File: src/rtl/mlfqs_pkg.sv
// ----------------------------------------------------------------------------
// mlfqs_pkg
// Shared types, constants and fixed-point helpers of the MLFQS priority engine.
// ----------------------------------------------------------------------------
package mlfqs_pkg;

    localparam int NUM_THREADS_DEF = 16;
    localparam int FRAC_BITS       = 14;
    localparam int FRAC_ONE        = 1 << FRAC_BITS;

    localparam logic [FRAC_BITS-1:0] LOAD_DECAY = FRAC_BITS'((59 * FRAC_ONE) / 60);
    localparam logic [8:0]           LOAD_GAIN  = 9'(FRAC_ONE / 60);

    localparam logic [9:0] TPS_RESET    = 10'd100;
    localparam logic [7:0] SLICE_RESET  = 8'd4;
    localparam logic [7:0] PERIOD_RESET = 8'd4;

    typedef enum logic [2:0] {
        OP_TICK, OP_CREATE, OP_EXIT, OP_SET_NICE, OP_SWITCH, OP_QUERY
    } op_t;

    typedef enum logic [1:0] {
        CFG_TPS, CFG_SLICE, CFG_PERIOD
    } cfg_idx_t;

    typedef enum logic [3:0] {
        ST_IDLE, ST_EXEC, ST_DIV, ST_DEC_RD, ST_DEC_MUL, ST_DEC_WR,
        ST_LOAD_MUL, ST_LOAD_WR, ST_PRI_RD, ST_PRI_WR, ST_REP_RD,
        ST_REP_CALC, ST_OUT
    } state_t;

    typedef struct packed {
        logic mul_en;
        logic div_load;
        logic div_step;
    } alu_ctrl_t;

    function automatic logic signed [31:0] sat32(input logic signed [35:0] v);
        if (v > $signed(36'h0_7FFF_FFFF)) begin
            return 32'sh7FFF_FFFF;
        end else if (v < $signed(36'hF_8000_0000)) begin
            return 32'sh8000_0000;
        end
        return v[31:0];
    endfunction

    // 63 - round(rc/4) - 2*nice, clamped to 0..63
    function automatic logic [5:0] calc_priority(input logic signed [31:0] rc,
                                                 input logic signed [5:0] nice);
        logic [32:0]        mag;
        logic [16:0]        r;
        logic signed [19:0] rs;
        logic signed [19:0] ne;
        logic signed [19:0] p;
        mag = rc[31] ? (33'd0 - {rc[31], rc}) : {1'b0, rc};
        r   = 17'(((mag >> 2) + 33'(FRAC_ONE / 2)) >> FRAC_BITS);
        rs  = rc[31] ? -$signed({3'b0, r}) : $signed({3'b0, r});
        ne  = {{13{nice[5]}}, nice, 1'b0};
        p   = 20'sd63 - rs - ne;
        if (p < 0) begin
            return 6'd0;
        end else if (p > 20'sd63) begin
            return 6'd63;
        end
        return p[5:0];
    endfunction

    // 100*v rounded half away from zero
    function automatic logic signed [31:0] round_x100(input logic signed [31:0] v);
        logic [38:0] xs;
        logic [38:0] x;
        logic [38:0] mag;
        logic [31:0] r;
        xs  = {{7{v[31]}}, v};
        x   = (xs << 6) + (xs << 5) + (xs << 2);
        mag = x[38] ? (39'd0 - x) : x;
        r   = 32'((mag + 39'(FRAC_ONE / 2)) >> FRAC_BITS);
        return x[38] ? $signed(32'd0 - r) : $signed(r);
    endfunction

endpackage

File: src/rtl/mlfqs_alu.sv
// ----------------------------------------------------------------------------
// mlfqs_alu
// Shared multiplier with registered product and a radix-2 restoring divider
// that yields the cpu usage decay coefficient one bit per step.
// ----------------------------------------------------------------------------
module mlfqs_alu (
    input  logic                                  aclk,
    input  mlfqs_pkg::alu_ctrl_t                  ctrl,
    input  logic [mlfqs_pkg::FRAC_BITS-1:0]       mul_a,
    input  logic signed [32:0]                    mul_b,
    input  logic [32:0]                           div_num,
    output logic signed [47:0]                    prod,
    output logic [mlfqs_pkg::FRAC_BITS-1:0]       quot
);
    import mlfqs_pkg::*;

    logic signed [47:0]    prod_reg;
    logic signed [47:0]    prod_next;
    logic [33:0]           rem_reg;
    logic [33:0]           rem_next;
    logic [33:0]           rem_sh;
    logic [32:0]           den_reg;
    logic [32:0]           den_next;
    logic [FRAC_BITS-1:0]  quot_reg;
    logic [FRAC_BITS-1:0]  quot_next;

    always_comb begin
        prod_next = $signed({1'b0, mul_a}) * mul_b;
        rem_sh    = {rem_reg[32:0], 1'b0};
        rem_next  = rem_reg;
        den_next  = den_reg;
        quot_next = quot_reg;
        if (ctrl.div_load) begin
            // remainder starts below the divisor, so the quotient fits FRAC_BITS
            rem_next  = {1'b0, div_num};
            den_next  = div_num + 33'(FRAC_ONE);
            quot_next = '0;
        end else if (ctrl.div_step) begin
            if (rem_sh >= {1'b0, den_reg}) begin
                rem_next  = rem_sh - {1'b0, den_reg};
                quot_next = {quot_reg[FRAC_BITS-2:0], 1'b1};
            end else begin
                rem_next  = rem_sh;
                quot_next = {quot_reg[FRAC_BITS-2:0], 1'b0};
            end
        end
    end

    always_ff @(posedge aclk) begin
        if (ctrl.mul_en) begin
            prod_reg <= prod_next;
        end
        rem_reg  <= rem_next;
        den_reg  <= den_next;
        quot_reg <= quot_next;
    end

    assign prod = prod_reg;
    assign quot = quot_reg;

endmodule

File: src/rtl/mlfqs_priority_engine_unit.sv
// ----------------------------------------------------------------------------
// mlfqs_priority_engine_unit
// Thread table with nice, cpu usage and priority, a load average and tick
// phases; one sequencer drives a shared multiply/divide unit over the table.
// ----------------------------------------------------------------------------
// Sequence: every operation passes through execute, report read, report calc and
// result states. A per-second tick adds the divider steps, a read, multiply and
// write per thread for the decay, and a load multiply and write; a priority
// recompute adds a read and a write per thread (table read port bound).
// Flow: one item at a time; the next may be taken in the cycle after the result beat.
// Reset: sync active-low aresetn empties the table, clears load, phases; no clearing pass.
module mlfqs_priority_engine_unit #(
    parameter int NUM_THREADS = mlfqs_pkg::NUM_THREADS_DEF
) (
    input  logic               aclk,
    input  logic               aresetn,
    input  logic               cfg_wr_en,
    input  logic [1:0]         cfg_index,
    input  logic [9:0]         cfg_wdata,
    input  logic               s_valid,
    output logic               s_ready,
    input  logic [2:0]         s_operation,
    input  logic [3:0]         s_thread_index,
    input  logic [3:0]         s_parent_index,
    input  logic signed [5:0]  s_nice_value,
    input  logic [5:0]         s_initial_priority,
    input  logic               s_running_is_idle,
    input  logic [4:0]         s_ready_count,
    output logic               m_valid,
    input  logic               m_ready,
    output logic [5:0]         m_priority_res,
    output logic signed [5:0]  m_nice_out,
    output logic signed [31:0] m_cpu_usage_x100,
    output logic [30:0]        m_sys_load_x100,
    output logic               m_preempt,
    output logic               m_status
);
    import mlfqs_pkg::*;

    localparam int IDX_W = (NUM_THREADS > 1) ? $clog2(NUM_THREADS) : 1;
    localparam logic [IDX_W-1:0] LAST_IDX = IDX_W'(NUM_THREADS - 1);

    state_t state_reg, state_next;

    logic signed [5:0]  nice_mem [NUM_THREADS];
    logic signed [31:0] rc_mem   [NUM_THREADS];
    logic [5:0]         pri_mem  [NUM_THREADS];
    logic [NUM_THREADS-1:0] valid_reg;

    logic signed [5:0]  rd_nice_reg;
    logic signed [31:0] rd_rc_reg;
    logic [5:0]         rd_pri_reg;
    logic [IDX_W-1:0]   rd_addr;

    logic               nice_we, rc_we, pri_we;
    logic [IDX_W-1:0]   wr_addr;
    logic signed [5:0]  nice_wdata;
    logic signed [31:0] rc_wdata;
    logic [5:0]         pri_wdata;

    logic [9:0] tps_reg;
    logic [7:0] slice_lim_reg;
    logic [7:0] period_reg;
    logic [30:0] load_reg;
    logic [9:0] second_reg;
    logic [7:0] pphase_reg;
    logic [7:0] slice_reg;

    logic [2:0]        op_reg;
    logic [3:0]        ti_reg;
    logic [3:0]        pi_reg;
    logic signed [5:0] nv_reg;
    logic [5:0]        ip_reg;
    logic              idle_reg;
    logic [4:0]        ready_cnt_reg;

    logic status_reg, preempt_reg, pri_fire_reg;
    logic [IDX_W-1:0] walk_reg;
    logic [3:0]       cnt_reg;

    logic [5:0]         out_pri_reg;
    logic signed [5:0]  out_nice_reg;
    logic signed [31:0] out_rc_reg;
    logic [30:0]        out_load_reg;

    alu_ctrl_t            alu_ctrl;
    logic [FRAC_BITS-1:0] mul_a;
    logic signed [32:0]   mul_b;
    logic signed [47:0]   prod;
    logic [FRAC_BITS-1:0] quot;

    logic [IDX_W-1:0]   ti_idx;
    logic               ti_in, ok_w, parent_ok, walk_valid, walk_last;
    logic [7:0]         slice_inc;
    logic               sec_hit, pri_hit;
    logic               exec_status;
    logic signed [5:0]  nv_cl;
    logic signed [47:0] dec_rnd;
    logic signed [47:0] dec_q;
    logic signed [35:0] dec_sum;
    logic [13:0]        gain_term;
    logic [35:0]        load_sum;
    logic [37:0]        load_x;

    assign ti_idx     = IDX_W'(ti_reg);
    assign ti_in      = 32'(ti_reg) < NUM_THREADS;
    assign ok_w       = ti_in && valid_reg[ti_idx];
    assign parent_ok  = (32'(pi_reg) < NUM_THREADS) && valid_reg[IDX_W'(pi_reg)];
    assign walk_valid = valid_reg[walk_reg];
    assign walk_last  = walk_reg == LAST_IDX;
    assign slice_inc  = (slice_reg == 8'hFF) ? slice_reg : slice_reg + 8'd1;
    assign sec_hit    = ({1'b0, second_reg} + 11'd1) >= {1'b0, tps_reg};
    assign pri_hit    = ({1'b0, pphase_reg} + 9'd1) >= {1'b0, period_reg};

    always_comb begin
        if (nv_reg < -6'sd20) begin
            nv_cl = -6'sd20;
        end else if (nv_reg > 6'sd20) begin
            nv_cl = 6'sd20;
        end else begin
            nv_cl = nv_reg;
        end
    end

    always_comb begin
        case (op_reg)
            OP_TICK:   exec_status = !idle_reg && !ok_w;
            OP_CREATE: exec_status = !ti_in;
            default:   exec_status = !ok_w;
        endcase
    end

    // decay: truncate coef*rc toward zero, add nice, saturate
    assign dec_rnd = prod + (prod[47] ? 48'sd16383 : 48'sd0);
    assign dec_q   = dec_rnd >>> FRAC_BITS;
    assign dec_sum = 36'(dec_q)
                   + $signed({{(30 - FRAC_BITS){rd_nice_reg[5]}}, rd_nice_reg,
                              {FRAC_BITS{1'b0}}});

    assign gain_term = {5'b0, LOAD_GAIN} * {9'b0, ready_cnt_reg};
    assign load_sum  = {2'b0, prod[47:FRAC_BITS]} + {22'b0, gain_term};
    assign load_x    = (38'(load_reg) << 6) + (38'(load_reg) << 5) + (38'(load_reg) << 2);

    mlfqs_alu u_alu (
        .aclk    (aclk),
        .ctrl    (alu_ctrl),
        .mul_a   (mul_a),
        .mul_b   (mul_b),
        .div_num ({1'b0, load_reg, 1'b0}),
        .prod    (prod),
        .quot    (quot)
    );

    // next state
    always_comb begin
        state_next = state_reg;
        unique case (state_reg)
            ST_IDLE: begin
                if (s_valid) state_next = ST_EXEC;
            end
            ST_EXEC: begin
                if (op_reg == OP_TICK && sec_hit) begin
                    state_next = ST_DIV;
                end else if (op_reg == OP_TICK && pri_hit) begin
                    state_next = ST_PRI_RD;
                end else begin
                    state_next = ST_REP_RD;
                end
            end
            ST_DIV: begin
                if (cnt_reg == 4'(FRAC_BITS - 1)) state_next = ST_DEC_RD;
            end
            ST_DEC_RD:  state_next = ST_DEC_MUL;
            ST_DEC_MUL: state_next = ST_DEC_WR;
            ST_DEC_WR:  state_next = walk_last ? ST_LOAD_MUL : ST_DEC_RD;
            ST_LOAD_MUL: state_next = ST_LOAD_WR;
            ST_LOAD_WR: state_next = pri_fire_reg ? ST_PRI_RD : ST_REP_RD;
            ST_PRI_RD:  state_next = ST_PRI_WR;
            ST_PRI_WR:  state_next = walk_last ? ST_REP_RD : ST_PRI_RD;
            ST_REP_RD:  state_next = ST_REP_CALC;
            ST_REP_CALC: state_next = ST_OUT;
            ST_OUT: begin
                if (m_ready) state_next = ST_IDLE;
            end
            default: state_next = ST_IDLE;
        endcase
    end

    // outputs of the sequencer
    always_comb begin
        s_ready    = 1'b0;
        m_valid    = 1'b0;
        alu_ctrl   = '0;
        mul_a      = quot;
        mul_b      = {rd_rc_reg[31], rd_rc_reg};
        rd_addr    = ti_idx;
        nice_we    = 1'b0;
        rc_we      = 1'b0;
        pri_we     = 1'b0;
        wr_addr    = ti_idx;
        nice_wdata = nv_cl;
        rc_wdata   = sat32(36'(rd_rc_reg) + 36'(FRAC_ONE));
        pri_wdata  = calc_priority(rd_rc_reg, nv_cl);
        unique case (state_reg)
            ST_IDLE: begin
                s_ready = 1'b1;
                rd_addr = (s_operation == OP_CREATE) ? IDX_W'(s_parent_index)
                                                     : IDX_W'(s_thread_index);
            end
            ST_EXEC: begin
                alu_ctrl.div_load = (op_reg == OP_TICK) && sec_hit;
                case (op_reg)
                    OP_TICK: begin
                        rc_we = !idle_reg && ok_w;
                    end
                    OP_CREATE: begin
                        nice_we    = ti_in;
                        rc_we      = ti_in;
                        pri_we     = ti_in;
                        nice_wdata = parent_ok ? rd_nice_reg : 6'sd0;
                        rc_wdata   = parent_ok ? rd_rc_reg : 32'sd0;
                        pri_wdata  = ip_reg;
                    end
                    OP_SET_NICE: begin
                        nice_we = ok_w;
                        pri_we  = ok_w;
                    end
                    default: ;
                endcase
            end
            ST_DIV: alu_ctrl.div_step = 1'b1;
            ST_DEC_RD: rd_addr = walk_reg;
            ST_DEC_MUL: begin
                rd_addr         = walk_reg;
                alu_ctrl.mul_en = 1'b1;
            end
            ST_DEC_WR: begin
                rd_addr  = walk_reg;
                rc_we    = walk_valid;
                wr_addr  = walk_reg;
                rc_wdata = sat32(dec_sum);
            end
            ST_LOAD_MUL: begin
                alu_ctrl.mul_en = 1'b1;
                mul_a           = LOAD_DECAY;
                mul_b           = {2'b0, load_reg};
            end
            ST_LOAD_WR: ;
            ST_PRI_RD: rd_addr = walk_reg;
            ST_PRI_WR: begin
                rd_addr   = walk_reg;
                pri_we    = walk_valid;
                wr_addr   = walk_reg;
                pri_wdata = calc_priority(rd_rc_reg, rd_nice_reg);
            end
            ST_REP_RD: ;
            ST_REP_CALC: ;
            ST_OUT: m_valid = 1'b1;
            default: ;
        endcase
    end

    // table storage: one write and one registered read per array
    always_ff @(posedge aclk) begin
        if (nice_we) nice_mem[wr_addr] <= nice_wdata;
        if (rc_we)   rc_mem[wr_addr]   <= rc_wdata;
        if (pri_we)  pri_mem[wr_addr]  <= pri_wdata;
        rd_nice_reg <= nice_mem[rd_addr];
        rd_rc_reg   <= rc_mem[rd_addr];
        rd_pri_reg  <= pri_mem[rd_addr];
    end

    always_ff @(posedge aclk) begin
        if (!aresetn) begin
            state_reg     <= ST_IDLE;
            valid_reg     <= '0;
            tps_reg       <= TPS_RESET;
            slice_lim_reg <= SLICE_RESET;
            period_reg    <= PERIOD_RESET;
            load_reg      <= '0;
            second_reg    <= '0;
            pphase_reg    <= '0;
            slice_reg     <= '0;
            status_reg    <= 1'b0;
            preempt_reg   <= 1'b0;
            pri_fire_reg  <= 1'b0;
            walk_reg      <= '0;
            cnt_reg       <= '0;
        end else begin
            state_reg <= state_next;
            if (cfg_wr_en) begin
                unique case (cfg_index)
                    CFG_TPS:    tps_reg       <= cfg_wdata;
                    CFG_SLICE:  slice_lim_reg <= cfg_wdata[7:0];
                    CFG_PERIOD: period_reg    <= cfg_wdata[7:0];
                    default: ;
                endcase
            end
            case (state_reg)
                ST_EXEC: begin
                    walk_reg     <= '0;
                    cnt_reg      <= '0;
                    status_reg   <= exec_status;
                    preempt_reg  <= (op_reg == OP_TICK) && (slice_inc >= slice_lim_reg);
                    pri_fire_reg <= (op_reg == OP_TICK) && pri_hit;
                    case (op_reg)
                        OP_TICK: begin
                            slice_reg    <= slice_inc;
                            second_reg   <= sec_hit ? 10'd0 : second_reg + 10'd1;
                            pphase_reg   <= pri_hit ? 8'd0 : pphase_reg + 8'd1;
                        end
                        OP_CREATE: begin
                            if (ti_in) valid_reg[ti_idx] <= 1'b1;
                        end
                        OP_SWITCH: slice_reg <= '0;
                        default: ;
                    endcase
                end
                ST_DIV: cnt_reg <= cnt_reg + 4'd1;
                ST_DEC_WR: begin
                    walk_reg <= walk_last ? '0 : walk_reg + IDX_W'(1);
                end
                ST_LOAD_WR: begin
                    load_reg <= (load_sum > 36'h0_7FFF_FFFF) ? 31'h7FFF_FFFF
                                                             : load_sum[30:0];
                end
                ST_PRI_WR: begin
                    walk_reg <= walk_last ? '0 : walk_reg + IDX_W'(1);
                end
                ST_REP_CALC: begin
                    // drop the entry in the same cycle its values are captured for the result
                    if (op_reg == OP_EXIT && ok_w) valid_reg[ti_idx] <= 1'b0;
                end
                default: ;
            endcase
        end
    end

    // payload capture and result registers
    always_ff @(posedge aclk) begin
        if (s_valid && s_ready) begin
            op_reg        <= s_operation;
            ti_reg        <= s_thread_index;
            pi_reg        <= s_parent_index;
            nv_reg        <= s_nice_value;
            ip_reg        <= s_initial_priority;
            idle_reg      <= s_running_is_idle;
            ready_cnt_reg <= s_ready_count;
        end
        if (state_reg == ST_REP_CALC) begin
            out_pri_reg  <= ok_w ? rd_pri_reg : 6'd0;
            out_nice_reg <= ok_w ? rd_nice_reg : 6'sd0;
            out_rc_reg   <= ok_w ? round_x100(rd_rc_reg) : 32'sd0;
            out_load_reg <= 31'((load_x + 38'(FRAC_ONE / 2)) >> FRAC_BITS);
        end
    end

    assign m_priority_res    = out_pri_reg;
    assign m_nice_out        = out_nice_reg;
    assign m_cpu_usage_x100  = out_rc_reg;
    assign m_sys_load_x100   = out_load_reg;
    assign m_preempt         = preempt_reg;
    assign m_status          = status_reg;

endmodule
File: config.mk
export PLATFORM = sky130hd
export DESIGN_NAME = mlfqs_priority_engine_unit
export DESIGN_NICKNAME = d
export VERILOG_FILES = /design/src/rtl/mlfqs_pkg.sv /design/src/rtl/mlfqs_alu.sv /design/src/rtl/mlfqs_priority_engine_unit.sv
export SDC_FILE = /design/constraint.sdc
export NUM_CORES = 2
export LEC_CHECK = 0
export BUFFER_PORTS_ARGS = -buffer_cell sky130_fd_sc_hd__buf_2
export CAP_MARGIN = 20
export CORE_MARGIN = 1
export CORE_UTILIZATION = 35
export CTS_CLUSTER_DIAMETER = 200
export CTS_CLUSTER_SIZE = 28
export DETAILED_ROUTE_END_ITERATION = 7
export GPL_TIMING_DRIVEN = 0
export PLACE_DENSITY = 0.46
export SLEW_MARGIN = 20
export SYNTH_ARGS = -nofsm -noshare
export SYNTH_HDL_FRONTEND = slang
export SYNTH_HIERARCHICAL = 1
export SYNTH_SLANG_ARGS = --single-unit
File: constraint.sdc
create_clock -name aclk -period 11 [get_ports aclk]
set_input_delay 1.1 -clock aclk [delete_from_list [all_inputs] [get_ports aclk]]
set_output_delay 1.1 -clock aclk [all_outputs]
set_load 0.005 [all_outputs]
==> results by group <==
Logic synthesis
  • YS warnings: 6
  • Main flop type after synthesis: edfxtp_1
  • Number of flops mapped to enable cells by yosys: 909
  • Cells after Synth: 7,697
  • Distinct cells, synth: around 120
  • Fraction of registers with async set/reset: 0
  • Register bit total from synthesis: around 1.1k
  • Synthesized area: 0.0774 mm²
  • Post-synthesis sequential area ratio: 0.397
  • Synthesized area per cell: 10.1 µm²

Detailed routing
  • DRC: 0
  • Post-route ant nets: 0
  • Pre-antenna DRT Iters: 5
  • WL/cell: 22.8 µm
  • Post-DR vias/cell: 5.32
  • Post-Route WL: 250,000 µm
  • Vias: 58.1k
  • DRT iter0 DRCs: 4,696

CTS
  • Clock Latency Late Sink: 0.75 ns
  • Clock Sinks: between 1k and 1.5k
  • Setup Fix Bufs, Post-CTS: 0
  • Htree depth: 2
  • Max clock buf depth: 3
  • Clk slew on worst S/H paths: between 0.1 and 0.15 ns
  • CTS tree: yes
  • Root buffer cell: clkbuf_16
  • Num CTS Buffers: 45

Finish
  • Largest register FFs: 512
  • Nets@finish: 8,910
  • Register area: roughly 0.03 mm²
  • Commonest non-fill, non-tap cell in the layout: nand2_1
  • Fill count: 21.8k
  • Biggest regs: rc_mem (512), nice_mem (96), pri_mem (96)
  • Reg with most FFs: rc_mem
  • Share of layout cells above drive strength 1: 0.0577
  • Area of the multi-input gates: 0.0427 mm²
  • Most frequent cells in the layout: nand2_1 (935), edfxtp_1 (909), inv_1 (749), fa_1 (487), and2_1 (469)
  • Area grow syn2layout: 9.30%

Worst setup path
  • End of the worst register-to-register path: u_alu/prod[46]
  • Crit Path Category: reg -> reg
  • Crit-path slowest cell: fa_1
  • Req. time, crit path: between 10 and 15 ns
  • Worst r2r path cells: 28
  • Nature of the critical path endpoint: register
  • Crit path arrival time: 10.94 ns
  • Reg2reg start: state_reg[2]
  • CP Launch Point: state_reg[2]
  • CP Launch Type: register
  • Crit path to: u_alu/prod[46]
  • CP peak stage delay: 0.57 ns
  • R2r setup slk: 0.56 ns
  • Crit Path Max Fanout: 10

Timing
  • Total negative slack: 0 ns
  • Period Utilization, post-route: 0.949
  • # setup viols final: 0
  • F_max: ~0.096 GHz
  • Relative slew slack: 0.140
  • Slew Viols, Final: 0
  • Skew final: 0.0662 ns
  • Fin crit period: 10.44 ns
  • Worst-Margin Slew: 1.29 ns
  • RSZ-0062 raised after global routing: true
  • Fin worst setup slack: ~0.56 ns
  • Hold Vio Cnt, Final: 0

Placed design
  • Placer congestion estimate: 0.912
  • Dpl hpwl: between 150,000 and 200,000 µm
  • Pre-CTS WS: -0.290 ns
  • IO buf count: 116

Global route
  • First-pass GRT wire length: 373,000 µm
  • GRT overflow: 0
  • Vias in the first global route: 57.7k
  • Largest net degree at the start of global routing: 53
  • GRT Overall Usage: 0.221
  • Initial antenna violation count: 11

Worst hold path
  • Type of the tightest min-delay check: reg -> reg

Die
  • Row count: between 150 and 200
  • Die H: 472 µm
  • Initial Utilization: 0.352
  • Die width: ~470 µm
  • Die ar.: 0.223 mm²
  • Ports: 125
  • Core box area: around 0.22 mm²

Run
  • Max Cap Viol: 0

Status
  • Status: completed
cells by family (layout without fill, tap and decap cells):
group,Yosys count,after routing,share of synthesized area
adders and majority gates,932,932,0.198
and+or+nand+nor,2455,2455,0.156
muxes,75,75,0.0122
DFF,1081,1081,0.397
other,1,12,0.0000485
AOI/OAI and AO/OA,1667,1667,0.142
buffers and inverters,1145,1408,0.0565
xor gates and xnor gates,341,341,0.0386
critical path, delay by kind of cell (launching register included):
family	cells	cell delay [ns]
compound gates	8	2.85
fa+ha+maj	7	3.43
buf+inv	9	2.41
flops	1	0.34
simple gates	4	1.13
synth_stat cells (26+ instances only):
cell / n / area share
or2_2: 44 / 0.0036
fa_1: 487 / 0.13
a211oi_1: 270 / 0.026
xor2_1: 113 / 0.013
inv_1: 749 / 0.036
o211ai_1: 37 / 0.0036
and3_1: 67 / 0.0054
and2_1: 471 / 0.038
dfxtp_1: 172 / 0.044
a31oi_1: 134 / 0.011
a311oi_1: 95 / 0.011
nor2b_1: 80 / 0.0065
nand2_1: 935 / 0.045
ha_1: 443 / 0.072
nor3_1: 98 / 0.0063
a21boi_0: 31 / 0.0030
a21oi_1: 388 / 0.025
xnor2_1: 228 / 0.026
a21o_1: 71 / 0.0069
nand4_1: 44 / 0.0036
or3_1: 26 / 0.0021
nand2b_1: 45 / 0.0036
o21a_1: 47 / 0.0046
clkbuf_1: 351 / 0.017
edfxtp_1: 909 / 0.35
nand3_1: 121 / 0.0078
mux2i_1: 45 / 0.0058
nor2_1: 398 / 0.019
o21ai_0: 322 / 0.021
o31ai_1: 36 / 0.0035
per-stage QoR:
stage / instances / util / instance area [µm²] / hold slack [ns]
4_1_cts: 10900 / 0.385 / 84500 / 0.441
5_1_grt: 10900 / 0.385 / 84600 / 0.485
6_report: 10900 / 0.385 / 84600 / 0.477
3_3_place_gp: 10800 / 0.372 / 81700 / 0.457
2_1_floorplan: 7707 / - / 77400 / 0.443
3_5_place_dp: 10800 / 0.378 / 83100 / 0.463
routing by layer:
layer | routed length, µm | vias up | GRT usage
met5 | 0 | - | 0
li1 | - | 27300 | -
met3 | 11000 | 184 | 0.0173
met4 | 5900 | 0 | 0.0505
met2 | 115000 | 1415 | 0.360
met1 | 118000 | 29200 | 0.319
cell type report:
| type | instances | share of cell area |
|---|---|---|
| repair buffers | 180 | 0.0200 |
| flip-flops and latches | 1081 | 0.363 |
| inverters | 752 | 0.0334 |
| well taps | 2958 | 0.0438 |
| plain buffers | 393 | 0.0185 |
| diodes | 1 | 0.0000296 |
| clock inverters | 8 | 0.00155 |
| clock buffers | 75 | 0.0146 |
| multi-input cells | 5481 | 0.505 |
how the worst min path moves through the flow:
stage	start	endpoint	slack, ns	cells past startpoint
finish	tps_reg[7]	tps_reg[7]	0.48	2
global route	s_running_is_idle	idle_reg	0.48	1
CTS	s_initial_priority[0]	ip_reg[0]	0.44	1
detailed placement	tps_reg[7]	tps_reg[7]	0.46	2
global placement	m_status	m_status	0.46	2
floorplan	tps_reg[4]	tps_reg[4]	0.44	2
what timing repair did:
| item | 4_1_cts | 5_1_grt |
|---|---|---|
| setup endpoints to repair | 97 | 100 |
| pin swaps | 0 | 0 |
| gates resized for setup | 3 | 13 |
| hold buffers | 0 | 0 |
Power is left out: the tool's default activity adds up to more than one toggle a clock period on the data nets, which glitch-free logic cannot reach.
